### config.mk
export PLATFORM = sky130hd
export DESIGN_NAME = lkv_ram
export DESIGN_NICKNAME = d
export VERILOG_FILES = /design/src/design/lkv_ram.sv
export SDC_FILE = /design/constraint.sdc
export NUM_CORES = 1
export LEC_CHECK = 0
export BUFFER_PORTS_ARGS = -buffer_cell sky130_fd_sc_hd__buf_4
export CELL_PAD_IN_SITES_DETAIL_PLACEMENT = 2
export CELL_PAD_IN_SITES_GLOBAL_PLACEMENT = 2
export CORE_AREA = 10 10 170 172
export CTS_CLUSTER_SIZE = 10
export DETAILED_ROUTE_END_ITERATION = 7
export DIE_AREA = 0 0 180 182
export PLACE_DENSITY_LB_ADDON = 0.1
export SLEW_MARGIN = 0
export SYNTH_ARGS = -nofsm -noshare
export SYNTH_HDL_FRONTEND = slang
export SYNTH_SLANG_ARGS = --single-unit
### constraint.sdc
create_clock -name clk -period 6.1 [get_ports clk]
set_input_delay 0.915 -clock clk [delete_from_list [all_inputs] [get_ports clk]]
set_output_delay 0.915 -clock clk [all_outputs]
set_load 0.1 [all_outputs]
### src/design/lkv_ram.sv
// Generic simple dual-port RAM: one write port, one registered read port.
module lkv_ram #(
  parameter int WIDTH = 8,
  parameter int DEPTH = 32
) (
  input  logic                     clk,
  input  logic                     we,
  input  logic [$clog2(DEPTH)-1:0] waddr,
  input  logic [WIDTH-1:0]         wdata,
  input  logic [$clog2(DEPTH)-1:0] raddr,
  output logic [WIDTH-1:0]         rdata
);
  logic [WIDTH-1:0] mem [DEPTH];

  always_ff @(posedge clk) begin
    if (we) begin
      mem[waddr] <= wdata;
    end
    rdata <= mem[raddr];
  end
endmodule

Word-level counts from Yosys, hierarchy flattened
Memory sizes are Yosys's and may differ from the RTL's. A register that Yosys moved wholly into a read port is not among the register bits.
Index checks and enable logic that the tools add are counted.
{"block": "classes", "n_mux": 2}
{"operator": "$mux W1", "n": 2}
{"block": "totals", "ff_bits": 0, "mem_bits_rw": 256, "in_bits": 20, "out_inout_bits": 8, "elab_cells": 3, "mem_count": 1}
{"memory": "mem", "depth": 32, "width": 8, "rd": 1, "rd_clocked_by_memory_dff": 1, "write_ports": 1, "line": "13", "source": "logic [WIDTH-1:0] mem [DEPTH];"}

Longest topological paths before layout
{"block": "depth", "depth_word": 2, "ltp_mapped": 5, "depth_no_buf": 3}

Worst setup path after synthesis
OpenSTA, ideal clock, no wires.
{"block": "synth_path", "path_type": "in2reg", "from": "in raddr[2]", "to": "reg rdata[0], read port of mem", "setup_ps": 121, "arrival_ps": 2597, "t_required_ps": 5979, "setup_slack_ps": 3383, "path_stages": 5, "n_path_buf": 2, "cell_sequence": "clkbuf_1 -> clkbuf_1 -> mux4_2 -> mux4_2 -> mux2_2"}
{"element": "from (decl)", "line": "10", "source": "input logic [$clog2(DEPTH)-1:0] raddr,"}
{"element": "to (decl)", "line": "11", "source": "output logic [WIDTH-1:0] rdata"}

==> impl_metrics.yaml <==
status:
  status: "complete, no violations"
routing:
  drt_drc_violations_left: 0
  drt_wl_total_mm: 24.3
  ant_nets: 0
  num_vias: 4416
  via_per_inst: 5.42
  wire_per_inst_um: 29.8
  drt_iter0_drc: 301
  firstDrtPassIters: 4
cts:
  htree_levels: 1
  cts_resized: 0
  post_cts_buffers: 0
  cts_buffers: 30
  root_buffer: "clkbuf_16"
  clk_pin_slew_ps: 60
  worstSkewPairLatency_ps: 530
  cts_tree: "built"
  cts_buffer_depth: 3
  hold_buffers: 0
  clock-sinks: 264
pwr:
  leakage_nw: 3.52
  internal_power_mw: 3.06
  ir_drop_mv: 0.201
  p_sw_frac: 0.215
  switchingPower_uw: 836
  power_frac_clock: 0.414
  pwr-share-seq: 0.521
  power.density_mw_per_mm2: 340
  p_comb_frac: 0.065
  finalPower_mw: 3.89
synth:
  synth_top_cell_by_area: "edfxtp_1"
  syn_nets: 437
  postSynthCellCount: 417
  async_flop_share: 0
  synth_edf_count: 256
  ys.flop_type: "edfxtp_1"
  yosys_warnings: 0
  ys_top_cells_by_area: "edfxtp_1 76%, mux4_2 18%, dfxtp_1 1.6%"
  post_synth.cell_area_avg_um2: 24.1
  synth_top_area_frac: 0.765
  ys_ff_latch: 264
  yosysUniqueCellTypes: 15
  syn_area_mm2: 0.0101
  ys_seq_area_frac: 0.781
grt:
  grt_antenna_before_repair: 2
  grt.overflow.total: 0
  grt_pass1_wl_mm: 35.6
  grt_use_total: 0.147
  grt_pass1_vias: 4881
  grt_max_degree: 65
setup_path:
  cp-startpoint: "raddr[0]"
  worst_setup_path_start_kind: "primary input"
  worstSetupPathType: "primary input to flop"
  crit_chain: "buf_4 -> buf_4 -> mux4_2 -> mux4_2 -> mux2_2"
  crit_path_top_delay_cell: "mux4_2"
  rr_startpoint: "mem[5][5]$_DFFE_PP_"
  slowest_delay_ps: 630
  crit_fanout: 32
  arrival_ps: 3150
  required_ps: 6520
  endpoint_kind: "flop"
cells_and_area:
  antenna_cells: 0
  stdcell_area_mm2: 0.0115
  final_cell_mix: "256 x edfxtp_1, 80 x mux4_2, 33 x nor2_1, 31 x clkbuf_16, 29 x buf_4"
  syn_to_final_growth_pct: 14.0
  final_layout_size_suffix_gt1_frac: 0.317
  nets: 478
  fillers: 2295
  final_common_cell: "edfxtp_1"
sta:
  max_freq_mhz: 366
  tightest_slew_ps: 1060
  slew_viol_final: 0
  rsz0062_at_grt: "false"
  finalCritPeriodShare: 0.448
  maxSlewHeadroom: 0.294
  tns_ps: 0
  finalClockSkew_ps: 9.44
  fin_crit_ps: 2730
  finalHoldViolCount: 0
  setup-violations-final: 0
placed_design:
  io_buffers: 27
  gp_congestion: 0.709
  place_area_mm2: 0.0106
  hpwl_mm: 15.0
worst_hold_path:
  hp-start: "raddr[3]"
  min_path_type: "primary input to flop"
flow_run:
  drv_cap: 0
floorplan:
  core_area_mm2: 0.0256
  placementRows: 59
  die_area_mm2: 0.0328
  start_util: 0.392
  die_w_um: 180
  die_h_um: 182
  pin_count: 28
worst max-delay path: cells and delay by family:
kind,cells,cell delay [ps]
muxes,3,1470
buffers and inverters,2,720
metrics by stage:
stage	hold slack, ps	instances	setup slack [ps]	utilization
2_1_floorplan	865	417	3380	-
3_3_place_gp	891	761	2780	0.413
3_5_place_dp	894	761	2750	0.413
4_1_cts	740	815	3320	0.447
5_1_grt	745	815	3240	0.447
6_report	754	815	3370	0.447
cell usage after synthesis (2+ instances only):
master / n
nand3_1: 2
clkbuf_1: 6
mux2_2: 8
nor2_1: 33
buf_4: 6
dfxtp_1: 8
nand3b_1: 5
buf_1: 6
edfxtp_1: 256
mux4_2: 80
or3b_2: 3
state kept, by name, indices dropped and copies added, names as in the netlist:
name / flops
mem: 256
rdata: 8
final timing paths:
path	end	cells after the start	slack (ps)
setup / recovery	rdata[7]$_DFF_P_	5	3370
hold / removal	rdata[6]$_DFF_P_	2	750
setup reg to reg	rdata[5]$_DFF_P_	3	4220
hold reg to reg	rdata[3]$_DFF_P_	3	910
routing by layer:
metal  wire [um]  part of all wire  track usage
met1       11600              0.48        0.216
met2       11500              0.47        0.230
met3         856             0.035       0.0199
met4         282             0.012       0.0308
met5           0                 0            0
cell type report:
class                   count  area, um2  share of cell area
clock buffers              54        872              0.0761
multi-input cells         133       2100               0.183
flip-flops and latches    264       7850               0.685
well taps                 335        419              0.0366
repair buffers             29        218              0.0190
logic make-up (layout without fill, tap and decap cells):
| group | Yosys count | in the layout | synth area share |
|---|---|---|---|
| and+or+nand+nor | 45 | 45 | 0.0207 |
| muxes | 88 | 88 | 0.188 |
| buffers and inverters | 20 | 83 | 0.0106 |
| DFF | 264 | 264 | 0.781 |
power by group through the flow:
| stage | Clock, mW | Combinational, mW | Sequential, mW |
|---|---|---|---|
| CTS | 1.65 | 0.259 | 2.03 |
| floorplan | 0 | 0.107 | 2.12 |
| finish | 1.61 | 0.252 | 2.03 |
| detailed placement | 0 | 0.259 | 2.07 |
| global route | 1.72 | 0.269 | 2.03 |
| global placement | 0 | 0.253 | 2.07 |
(Power assumes the default switching activity.)
